[src/rtl/core/xcpf_pkg.sv]
package xcpf_pkg;

    // Input command codes.
    localparam logic CMD_START = 1'b0;
    localparam logic CMD_DATA  = 1'b1;

    // Configuration register indexes.
    localparam logic [1:0] REG_HEADER_MARKER = 2'd0;
    localparam logic [1:0] REG_BODY_MARKER   = 2'd1;
    localparam logic [1:0] REG_END_MARKER    = 2'd2;
    localparam logic [1:0] REG_RAW_CODE      = 2'd3;

    // The length field counts the nine framing bytes as well.
    localparam logic [15:0] LEN_OVERHEAD = 16'd9;

    // Queue between the front and back parts.
    localparam int FIFO_AW    = 2;
    localparam int FIFO_DEPTH = 1 << FIFO_AW;

    typedef enum logic {
        K_START,
        K_DATA
    } t_kind;

    // One classified job for the back part.
    typedef struct packed {
        t_kind       kind;
        logic        last;   // Packet ends after this job.
        logic        check;  // Data byte enters the checksum.
        logic [7:0]  b0;     // First command byte, or the data byte.
        logic [7:0]  b1;     // Second command byte.
        logic [15:0] total;  // Total packet length.
    } t_entry;

    typedef struct packed {
        logic [7:0] header_marker;
        logic [7:0] body_marker;
        logic [7:0] end_marker;
    } t_cfg;

endpackage

[src/rtl/core/xcpf_front.sv]
module xcpf_front (
    input  logic           i_clk,
    input  logic           i_rst_n,
    input  logic           i_in_valid,
    output logic           o_in_ready,
    input  logic           i_command,
    input  logic [7:0]     i_first_command,
    input  logic [7:0]     i_second_command,
    input  logic [15:0]    i_payload_length,
    input  logic [7:0]     i_data_byte,
    input  logic [7:0]     i_raw_command_code,
    input  logic           i_fifo_full,
    output logic           o_push,
    output xcpf_pkg::t_entry o_entry
);
    import xcpf_pkg::*;

    logic        r_open;
    logic [15:0] r_left;
    logic        r_unchecked;
    logic        w_accept;

    assign o_in_ready = !i_fifo_full;
    assign w_accept   = i_in_valid && !i_fifo_full;

    // Payload bytes with no open packet are dropped here.
    assign o_push = w_accept && ((i_command == CMD_START) || r_open);

    always_comb begin
        o_entry.b1    = i_second_command;
        o_entry.total = i_payload_length + LEN_OVERHEAD;
        if (i_command == CMD_START) begin
            o_entry.kind  = K_START;
            o_entry.last  = (i_payload_length == 16'd0);
            o_entry.check = 1'b0;
            o_entry.b0    = i_first_command;
        end else begin
            o_entry.kind  = K_DATA;
            o_entry.last  = (r_left == 16'd1);
            o_entry.check = !r_unchecked;
            o_entry.b0    = i_data_byte;
        end
    end

    always_ff @(posedge i_clk) begin
        if (!i_rst_n) begin
            r_open      <= 1'b0;
            r_left      <= 16'd0;
            r_unchecked <= 1'b0;
        end else if (w_accept) begin
            if (i_command == CMD_START) begin
                r_open      <= (i_payload_length != 16'd0);
                r_left      <= i_payload_length;
                r_unchecked <= (i_second_command == i_raw_command_code);
            end else if (r_open) begin
                r_open <= (r_left != 16'd1);
                r_left <= r_left - 16'd1;
            end
        end
    end

`ifndef ASSERT_OFF
    a_open_has_bytes: assert property (@(posedge i_clk) disable iff (!i_rst_n)
        r_open |-> (r_left != 16'd0))
        else $error("open packet with no bytes left");
    a_no_push_full: assert property (@(posedge i_clk) disable iff (!i_rst_n)
        o_push |-> !i_fifo_full)
        else $error("push into full queue");
    a_drop_orphan: assert property (@(posedge i_clk) disable iff (!i_rst_n)
        (w_accept && (i_command == CMD_DATA) && !r_open) |-> !o_push)
        else $error("orphan payload byte was queued");
`endif

endmodule

[src/rtl/core/xcpf_fifo.sv]
module xcpf_fifo (
    input  logic             i_clk,
    input  logic             i_rst_n,
    input  logic             i_push,
    input  xcpf_pkg::t_entry i_entry,
    input  logic             i_pop,
    output logic             o_full,
    output logic             o_empty,
    output xcpf_pkg::t_entry o_entry
);
    import xcpf_pkg::*;

    t_entry             r_mem [FIFO_DEPTH];
    logic [FIFO_AW-1:0] r_wr_ptr;
    logic [FIFO_AW-1:0] r_rd_ptr;
    logic [FIFO_AW:0]   r_count;
    logic               w_push;
    logic               w_pop;

    assign o_full  = (r_count == (FIFO_AW + 1)'(FIFO_DEPTH));
    assign o_empty = (r_count == '0);
    assign o_entry = r_mem[r_rd_ptr];
    assign w_push  = i_push && !o_full;
    assign w_pop   = i_pop && !o_empty;

    always_ff @(posedge i_clk) begin
        if (w_push) begin
            r_mem[r_wr_ptr] <= i_entry;
        end
    end

    always_ff @(posedge i_clk) begin
        if (!i_rst_n) begin
            r_wr_ptr <= '0;
            r_rd_ptr <= '0;
            r_count  <= '0;
        end else begin
            if (w_push) begin
                r_wr_ptr <= r_wr_ptr + 1'b1;
            end
            if (w_pop) begin
                r_rd_ptr <= r_rd_ptr + 1'b1;
            end
            if (w_push && !w_pop) begin
                r_count <= r_count + 1'b1;
            end else if (w_pop && !w_push) begin
                r_count <= r_count - 1'b1;
            end
        end
    end

`ifndef ASSERT_OFF
    a_count_range: assert property (@(posedge i_clk) disable iff (!i_rst_n)
        r_count <= (FIFO_AW + 1)'(FIFO_DEPTH))
        else $error("queue count out of range");
    a_ptr_match: assert property (@(posedge i_clk) disable iff (!i_rst_n)
        (r_wr_ptr - r_rd_ptr) == r_count[FIFO_AW-1:0])
        else $error("queue pointers disagree with count");
    a_no_pop_empty: assert property (@(posedge i_clk) disable iff (!i_rst_n)
        i_pop |-> !o_empty)
        else $error("pop from empty queue");
`endif

endmodule

[src/rtl/core/xcpf_back.sv]
module xcpf_back (
    input  logic             i_clk,
    input  logic             i_rst_n,
    input  xcpf_pkg::t_cfg   i_cfg,
    input  logic             i_empty,
    input  xcpf_pkg::t_entry i_entry,
    output logic             o_pop,
    output logic             o_out_valid,
    input  logic             i_out_ready,
    output logic [7:0]       o_out_byte,
    output logic             o_last_of_packet
);
    import xcpf_pkg::*;

    localparam logic [3:0] STEP_MARK   = 4'd0;
    localparam logic [3:0] STEP_ZERO   = 4'd1;
    localparam logic [3:0] STEP_LEN_LO = 4'd2;
    localparam logic [3:0] STEP_LEN_HI = 4'd3;
    localparam logic [3:0] STEP_CMD1   = 4'd4;
    localparam logic [3:0] STEP_CMD2   = 4'd5;
    localparam logic [3:0] STEP_BODY   = 4'd6;
    localparam logic [3:0] STEP_END    = 4'd7;
    localparam logic [3:0] STEP_SUM    = 4'd8;

    logic [3:0] r_step;
    logic [7:0] r_xor;
    logic       r_out_valid;
    logic [7:0] r_out_byte;
    logic       r_out_last;

    logic       w_free;
    logic       w_go;
    logic       w_start;
    logic [7:0] w_byte;
    logic [7:0] n_xor;
    logic [3:0] n_step;

    assign w_free  = !r_out_valid || i_out_ready;
    assign w_go    = !i_empty && w_free;
    assign w_start = (i_entry.kind == K_START);

    // A start job walks steps 0 to 6 (and 7, 8 for an empty packet); a data
    // job emits at step 0 and jumps to the trailer steps when it ends the packet.
    always_comb begin
        case (r_step)
            STEP_MARK:   w_byte = w_start ? i_cfg.header_marker : i_entry.b0;
            STEP_ZERO:   w_byte = 8'h00;
            STEP_LEN_LO: w_byte = i_entry.total[7:0];
            STEP_LEN_HI: w_byte = i_entry.total[15:8];
            STEP_CMD1:   w_byte = i_entry.b0;
            STEP_CMD2:   w_byte = i_entry.b1;
            STEP_BODY:   w_byte = i_cfg.body_marker;
            STEP_END:    w_byte = i_cfg.end_marker;
            STEP_SUM:    w_byte = i_cfg.end_marker ^ r_xor;
            default:     w_byte = 8'h00;
        endcase
    end

    always_comb begin
        n_xor = r_xor;
        if (r_step == STEP_MARK) begin
            if (w_start) begin
                n_xor = w_byte;
            end else if (i_entry.check) begin
                n_xor = r_xor ^ w_byte;
            end
        end else if (r_step <= STEP_BODY) begin
            n_xor = r_xor ^ w_byte;
        end
    end

    always_comb begin
        o_pop  = 1'b0;
        n_step = r_step + 4'd1;
        if (w_go) begin
            if (r_step == STEP_SUM) begin
                o_pop = 1'b1;
            end else if (!i_entry.last &&
                         ((w_start && r_step == STEP_BODY) ||
                          (!w_start && r_step == STEP_MARK))) begin
                o_pop = 1'b1;
            end
            if (!w_start && r_step == STEP_MARK) begin
                n_step = STEP_END;
            end
            if (o_pop) begin
                n_step = STEP_MARK;
            end
        end
    end

    always_ff @(posedge i_clk) begin
        if (!i_rst_n) begin
            r_step      <= STEP_MARK;
            r_xor       <= 8'h00;
            r_out_valid <= 1'b0;
            r_out_byte  <= 8'h00;
            r_out_last  <= 1'b0;
        end else if (w_go) begin
            r_step      <= n_step;
            r_xor       <= n_xor;
            r_out_valid <= 1'b1;
            r_out_byte  <= w_byte;
            r_out_last  <= (r_step == STEP_SUM);
        end else if (w_free) begin
            r_out_valid <= 1'b0;
        end
    end

    assign o_out_valid      = r_out_valid;
    assign o_out_byte       = r_out_byte;
    assign o_last_of_packet = r_out_last;

`ifndef ASSERT_OFF
    a_step_range: assert property (@(posedge i_clk) disable iff (!i_rst_n)
        r_step <= STEP_SUM)
        else $error("step counter out of range");
    a_data_steps: assert property (@(posedge i_clk) disable iff (!i_rst_n)
        (!i_empty && !w_start) |->
            (r_step == STEP_MARK || r_step == STEP_END || r_step == STEP_SUM))
        else $error("data job at a header step");
    a_last_after_sum: assert property (@(posedge i_clk) disable iff (!i_rst_n)
        (w_go && r_step == STEP_SUM) |=> (o_out_valid && o_last_of_packet))
        else $error("checksum byte not marked last");
`endif

endmodule

[src/rtl/core/xor_checked_command_packet_framer.sv]
// The first byte of a start or payload item passes through the queue and the output
// register before it is valid, when the queue is empty and the output is free.
// One output byte per cycle while the output is ready and a job waits; a payload item
// gives one byte, a start seven (nine for an empty packet); ending a packet adds two more.
// Reset (synchronous, active low) clears the registers, the packet state and the queue.
module xor_checked_command_packet_framer (
    input  logic        i_clk,
    input  logic        i_rst_n,
    // Input item channel.
    input  logic        i_in_valid,
    output logic        o_in_ready,
    input  logic        i_command,
    input  logic [7:0]  i_first_command,
    input  logic [7:0]  i_second_command,
    input  logic [15:0] i_payload_length,
    input  logic [7:0]  i_data_byte,
    // Output byte channel.
    output logic        o_out_valid,
    input  logic        i_out_ready,
    output logic [7:0]  o_out_byte,
    output logic        o_last_of_packet,
    // Configuration write channel.
    input  logic        i_cfg_valid,
    output logic        o_cfg_ready,
    input  logic [1:0]  i_cfg_index,
    input  logic [7:0]  i_cfg_data
);
    import xcpf_pkg::*;

    // The front part tracks the open packet and turns every accepted start, and every
    // payload item of an open packet, into a job; the back part expands jobs into bytes
    // and keeps the running checksum. A four-entry queue sits between them so a stalled
    // output does not stop the input until the queue fills.

    t_cfg       r_cfg;
    logic [7:0] r_raw_code;

    logic       w_push;
    logic       w_pop;
    logic       w_full;
    logic       w_empty;
    t_entry     w_front_entry;
    t_entry     w_back_entry;

    // Configuration transfers are always taken.
    assign o_cfg_ready = 1'b1;

    always_ff @(posedge i_clk) begin
        if (!i_rst_n) begin
            r_cfg      <= '0;
            r_raw_code <= 8'h00;
        end else if (i_cfg_valid) begin
            unique case (i_cfg_index)
                REG_HEADER_MARKER: r_cfg.header_marker <= i_cfg_data;
                REG_BODY_MARKER:   r_cfg.body_marker   <= i_cfg_data;
                REG_END_MARKER:    r_cfg.end_marker    <= i_cfg_data;
                REG_RAW_CODE:      r_raw_code          <= i_cfg_data;
                default:           r_raw_code          <= r_raw_code;
            endcase
        end
    end

    xcpf_front u_front (
        .i_clk              (i_clk),
        .i_rst_n            (i_rst_n),
        .i_in_valid         (i_in_valid),
        .o_in_ready         (o_in_ready),
        .i_command          (i_command),
        .i_first_command    (i_first_command),
        .i_second_command   (i_second_command),
        .i_payload_length   (i_payload_length),
        .i_data_byte        (i_data_byte),
        .i_raw_command_code (r_raw_code),
        .i_fifo_full        (w_full),
        .o_push             (w_push),
        .o_entry            (w_front_entry)
    );

    xcpf_fifo u_fifo (
        .i_clk   (i_clk),
        .i_rst_n (i_rst_n),
        .i_push  (w_push),
        .i_entry (w_front_entry),
        .i_pop   (w_pop),
        .o_full  (w_full),
        .o_empty (w_empty),
        .o_entry (w_back_entry)
    );

    xcpf_back u_back (
        .i_clk            (i_clk),
        .i_rst_n          (i_rst_n),
        .i_cfg            (r_cfg),
        .i_empty          (w_empty),
        .i_entry          (w_back_entry),
        .o_pop            (w_pop),
        .o_out_valid      (o_out_valid),
        .i_out_ready      (i_out_ready),
        .o_out_byte       (o_out_byte),
        .o_last_of_packet (o_last_of_packet)
    );

endmodule
[config.mk]
export PLATFORM = sky130hd
export DESIGN_NAME = xor_checked_command_packet_framer
export DESIGN_NICKNAME = d
export VERILOG_FILES = /design/src/rtl/core/xcpf_pkg.sv /design/src/rtl/core/xcpf_front.sv /design/src/rtl/core/xcpf_fifo.sv /design/src/rtl/core/xcpf_back.sv /design/src/rtl/core/xor_checked_command_packet_framer.sv
export SDC_FILE = /design/constraint.sdc
export NUM_CORES = 1
export LEC_CHECK = 0
export BUFFER_PORTS_ARGS = -buffer_cell sky130_fd_sc_hd__buf_4
export CAP_MARGIN = 10
export CORE_UTILIZATION = 45
export DETAILED_ROUTE_END_ITERATION = 10
export PLACE_DENSITY = 0.74
export SYNTH_ARGS = -nofsm -noshare
export SYNTH_HDL_FRONTEND = slang
export SYNTH_SLANG_ARGS = --single-unit
[constraint.sdc]
create_clock -name i_clk -period 3.45 [get_ports i_clk]
set_input_delay 0.8625 -clock i_clk [delete_from_list [all_inputs] [get_ports i_clk]]
set_output_delay 0.8625 -clock i_clk [all_outputs]
set_load 0.005 [all_outputs]
==> summary.md <==
| Metric | Value |
|---|---|
| Arrival time at the worst endpoint | `between 3 and 4 ns` |
| Largest cells by area after synthesis | `edfxtp_1 42%, dfxtp_1 16%, mux2i_1 5.8%` |
| Vias in the first global route | `approximately 6200` |
| Routed WL | `21700 um` |
| TritonCTS clock tree | `yes` |
| DIE WIDTH | `around 150 um` |
| CP endpoint kind | `flip-flop` |
| Die area | `between 20000 and 25000 sq um` |
| Multi-input logic area | `approximately 3800 sq um` |
| Netlist cell types | `around 70` |
| Nets | `911` |
| Post-route insts no fill | `between 1000 and 1500` |
| Commonest cells post-synth | `140 x edfxtp_1, 81 x dfxtp_1, 65 x nor2_1, 57 x mux2i_1, 40 x nand2_1` |
| Post-route clock period utilization | `between 80% and 90%` |
| EDFF count, synth | `between 100 and 150` |
| Antenna Nets Post-Route | `0` |
| Worst Hold Slack | `0.469 ns` |
| Crit-path max FO | `11` |
| R2R Setup Slk | `approximately 0.51 ns` |
| Placed Instances | `roughly 1100` |
| Most common cell in the synthesized netlist | `edfxtp_1` |
| Maxcap violations | `0` |
| Fin crit period | `2.94 ns` |
| Fillers | `around 1700` |
| Clock buffer depth | `3` |
| Worst-margin pin slew | `slightly above 0.8 ns` |
| PD cells | `slightly below 700 nW/um^2` |
| Detailed placement HPWL | `between 10000 and 15000 um` |
| Residual DRC | `0` |
| Setup TNS | `0 ns` |
| Synth Flop Type | `edfxtp_1` |
| Async S/R FF share, synth | `0%` |
| Startpoint Class | `flip-flop` |
| Worst rel slew slack | `45.2%` |
| Mapped Area | `a little under 10000 sq um` |
| FMAX | `0.340 GHz` |
| Post-DR vias/cell | `5.75` |
| RSZ-0062 raised after global routing | `false` |
| Yosys warning count | `0` |
| Synth top area share | `between 40% and 50%` |
| CORE AREA | `approximately 21000 sq um` |
| Lkg Pwr | `around 4.1 nW` |
| Num CTS Buffers | `23` |
| DRT Pass-1 Iters | `5` |
| Ant diodes | `0` |
| I/O pins | `about 70` |
| Register bit count reported by yosys | `between 200 and 250` |
| Largest net degree at the start of global routing | `65` |
| Crit Path Class | `flip-flop to flip-flop` |
| Starting density of the core | `between 40% and 50%` |
| Site Rows | `53` |
| H-tree depth | `1` |
| Register Area | `5830 sq um` |
| CTS resizes | `0` |
| Clock Skews | `0.0213 ns` |
| GPL Wtd Cong | `around 0.86` |
| Post-CTS Hold Buffers | `0` |
| Die Height | `approximately 150 um` |
| Share of cells above drive strength 1 | `18.7%` |
| Register area share after synthesis | `58.7%` |
| Vias | `about 6500` |
| First-pass GRT wire length | `~34000 um` |
| Syn_nets | `850` |
| PortBufs | `66` |
| P&R area growth vs syn | `15.2%` |
| Placed cell area | `10700 sq um` |
| Total congestion overflow | `0` |
| Synth Area per Inst | `between 10 and 15 sq um` |
| CTS sink count | `221` |
| Setup Buffers After CTS | `0` |
| Tot GR Track Use | `just under 20%` |
| Iter 0 DRT Violations | `563` |
| Clock latency on the worst-skew pair | `around 0.53 ns` |
| Wirelength per Cell | `a little under 20 um` |
| Final Setup Violations | `0` |
| Max Slew Vio Count | `0` |
| Mapped Cells | `780` |
| Hold Fails Final Rpt | `0` |
| Clk slew on worst S/H paths | `~0.070 ns` |
| Max IR drop VDD | `between 0.3 and 0.4 mV` |
| Req. time, crit path | `3.89 ns` |
| Post-synth top area cell | `edfxtp_1` |
| Initial antenna violation count | `0` |
| CTS root buf | `clkbuf_16` |
| Design Area, Final | `11400 sq um` |
| Status | `complete, no violations` |
| Hold Crit Class | `flip-flop to flip-flop` |
[placed cells by master (no fill, tap or decap), drive strengths merged, types with 7 or more instances in the layout]
master / n
o31ai: 7
a22oi: 9
nand3: 22
ha: 13
a21oi: 37
buf: 80
o22ai: 17
clkbuf: 28
nand2: 40
nor2: 65
nor3: 21
xor2: 17
xnor2: 17
a31oi: 9
inv: 18
dfxtp: 81
mux2: 9
o21ai: 23
edfxtp: 140
mux4: 24
nor4: 9
or3: 9
mux2i: 57
a211oi: 14
clkinv: 9
[path summary, 6_finish.rpt]
kind	cells past startpoint	end	start
worst max-delay path	12	u_fifo.r_count[2]	u_back.r_step[0]
worst min-delay path	2	u_front.r_left[13]	u_front.r_left[13]
worst max register to register	12	u_fifo.r_count[2]	u_back.r_step[0]
worst min register to register	2	u_front.r_left[13]	u_front.r_left[13]
[final cells by class]
cell class	instances	share of cell area (%)
repair buffers	80	5.91
inverters	18	0.591
well taps	275	3.01
clock inverters	13	1.20
multi-input cells	497	32.9
clock buffers	28	5.38
flip-flops and latches	221	51.0
[per-layer routing]
metal / part of all wire (%) / global-route usage [%] / routed length, um
met5: 0 / 0 / 0
met4: 1.6 / 4.75 / 354
met2: 47 / 31.8 / 10300
met1: 45 / 28.1 / 9690
met3: 6.3 / 2.94 / 1370
[where the power goes]
part | switching [mW] | total, mW | leakage, nW | internal [mW]
combinational | 1.18 | 2.03 | 1.75 | 0.849
clock | 1.02 | 2.45 | 0.369 | 1.43
sequential | 0.193 | 3.30 | 1.94 | 3.10
total | 2.39 | 7.77 | 4.05 | 5.38
[critical path, cell delays in order (launching register included)]
cell     delay [ns]
dfxtp_1        0.35
inv_1          0.10
ha_1           0.41
inv_1          0.13
or4_1          0.58
a21oi_2        0.23
inv_1          0.07
ha_1           0.22
inv_1          0.07
fa_1           0.17
xor2_1         0.08
or3_1          0.32
a21oi_1        0.14
[metrics by stage]
stage / util [%] / setup slack (ns) / total power, mW
3_3_place_gp: 50.2 / 0.621 / 5.33
4_1_cts: 53.7 / 0.506 / 7.82
6_report: 53.7 / 0.510 / 7.77
3_5_place_dp: 50.2 / 0.543 / 5.37
5_1_grt: 53.7 / 0.273 / 8.16
2_1_floorplan: - / 0.275 / 4.81
[cell families (layout without fill, tap and decap cells)]
logic type / after synthesis / in the layout / synth area share [%]
buffers and inverters: 62 / 139 / 3.37
AO/OA/AOI/OAI: 150 / 150 / 10.1
XOR/XNOR: 34 / 34 / 3.00
other: 1 / 1 / 0.0378
flip-flops: 221 / 221 / 58.7
multiplexers: 90 / 90 / 12.4
AND/OR/NAND/NOR: 208 / 208 / 10.5
adder cells (fa/ha/maj): 14 / 14 / 1.84
[state kept, by name (all words and copies together) (netlist names), named ones only]
| name | flops |
|---|---|
| r_cfg | 24 |
| r_raw_code | 8 |
| u_back.o_last_of_packet | 1 |
| u_back.o_out_byte | 8 |
| u_back.o_out_valid | 1 |
| u_back.r_step | 4 |
| u_back.r_xor | 8 |
| u_fifo.r_count | 3 |
| u_fifo.r_mem | 140 |
| u_fifo.r_rd_ptr | 2 |
| u_fifo.r_wr_ptr | 2 |
| u_front.r_left | 16 |
| u_front.r_open | 1 |
| u_front.r_unchecked | 1 |
(Power assumes the default switching activity.)
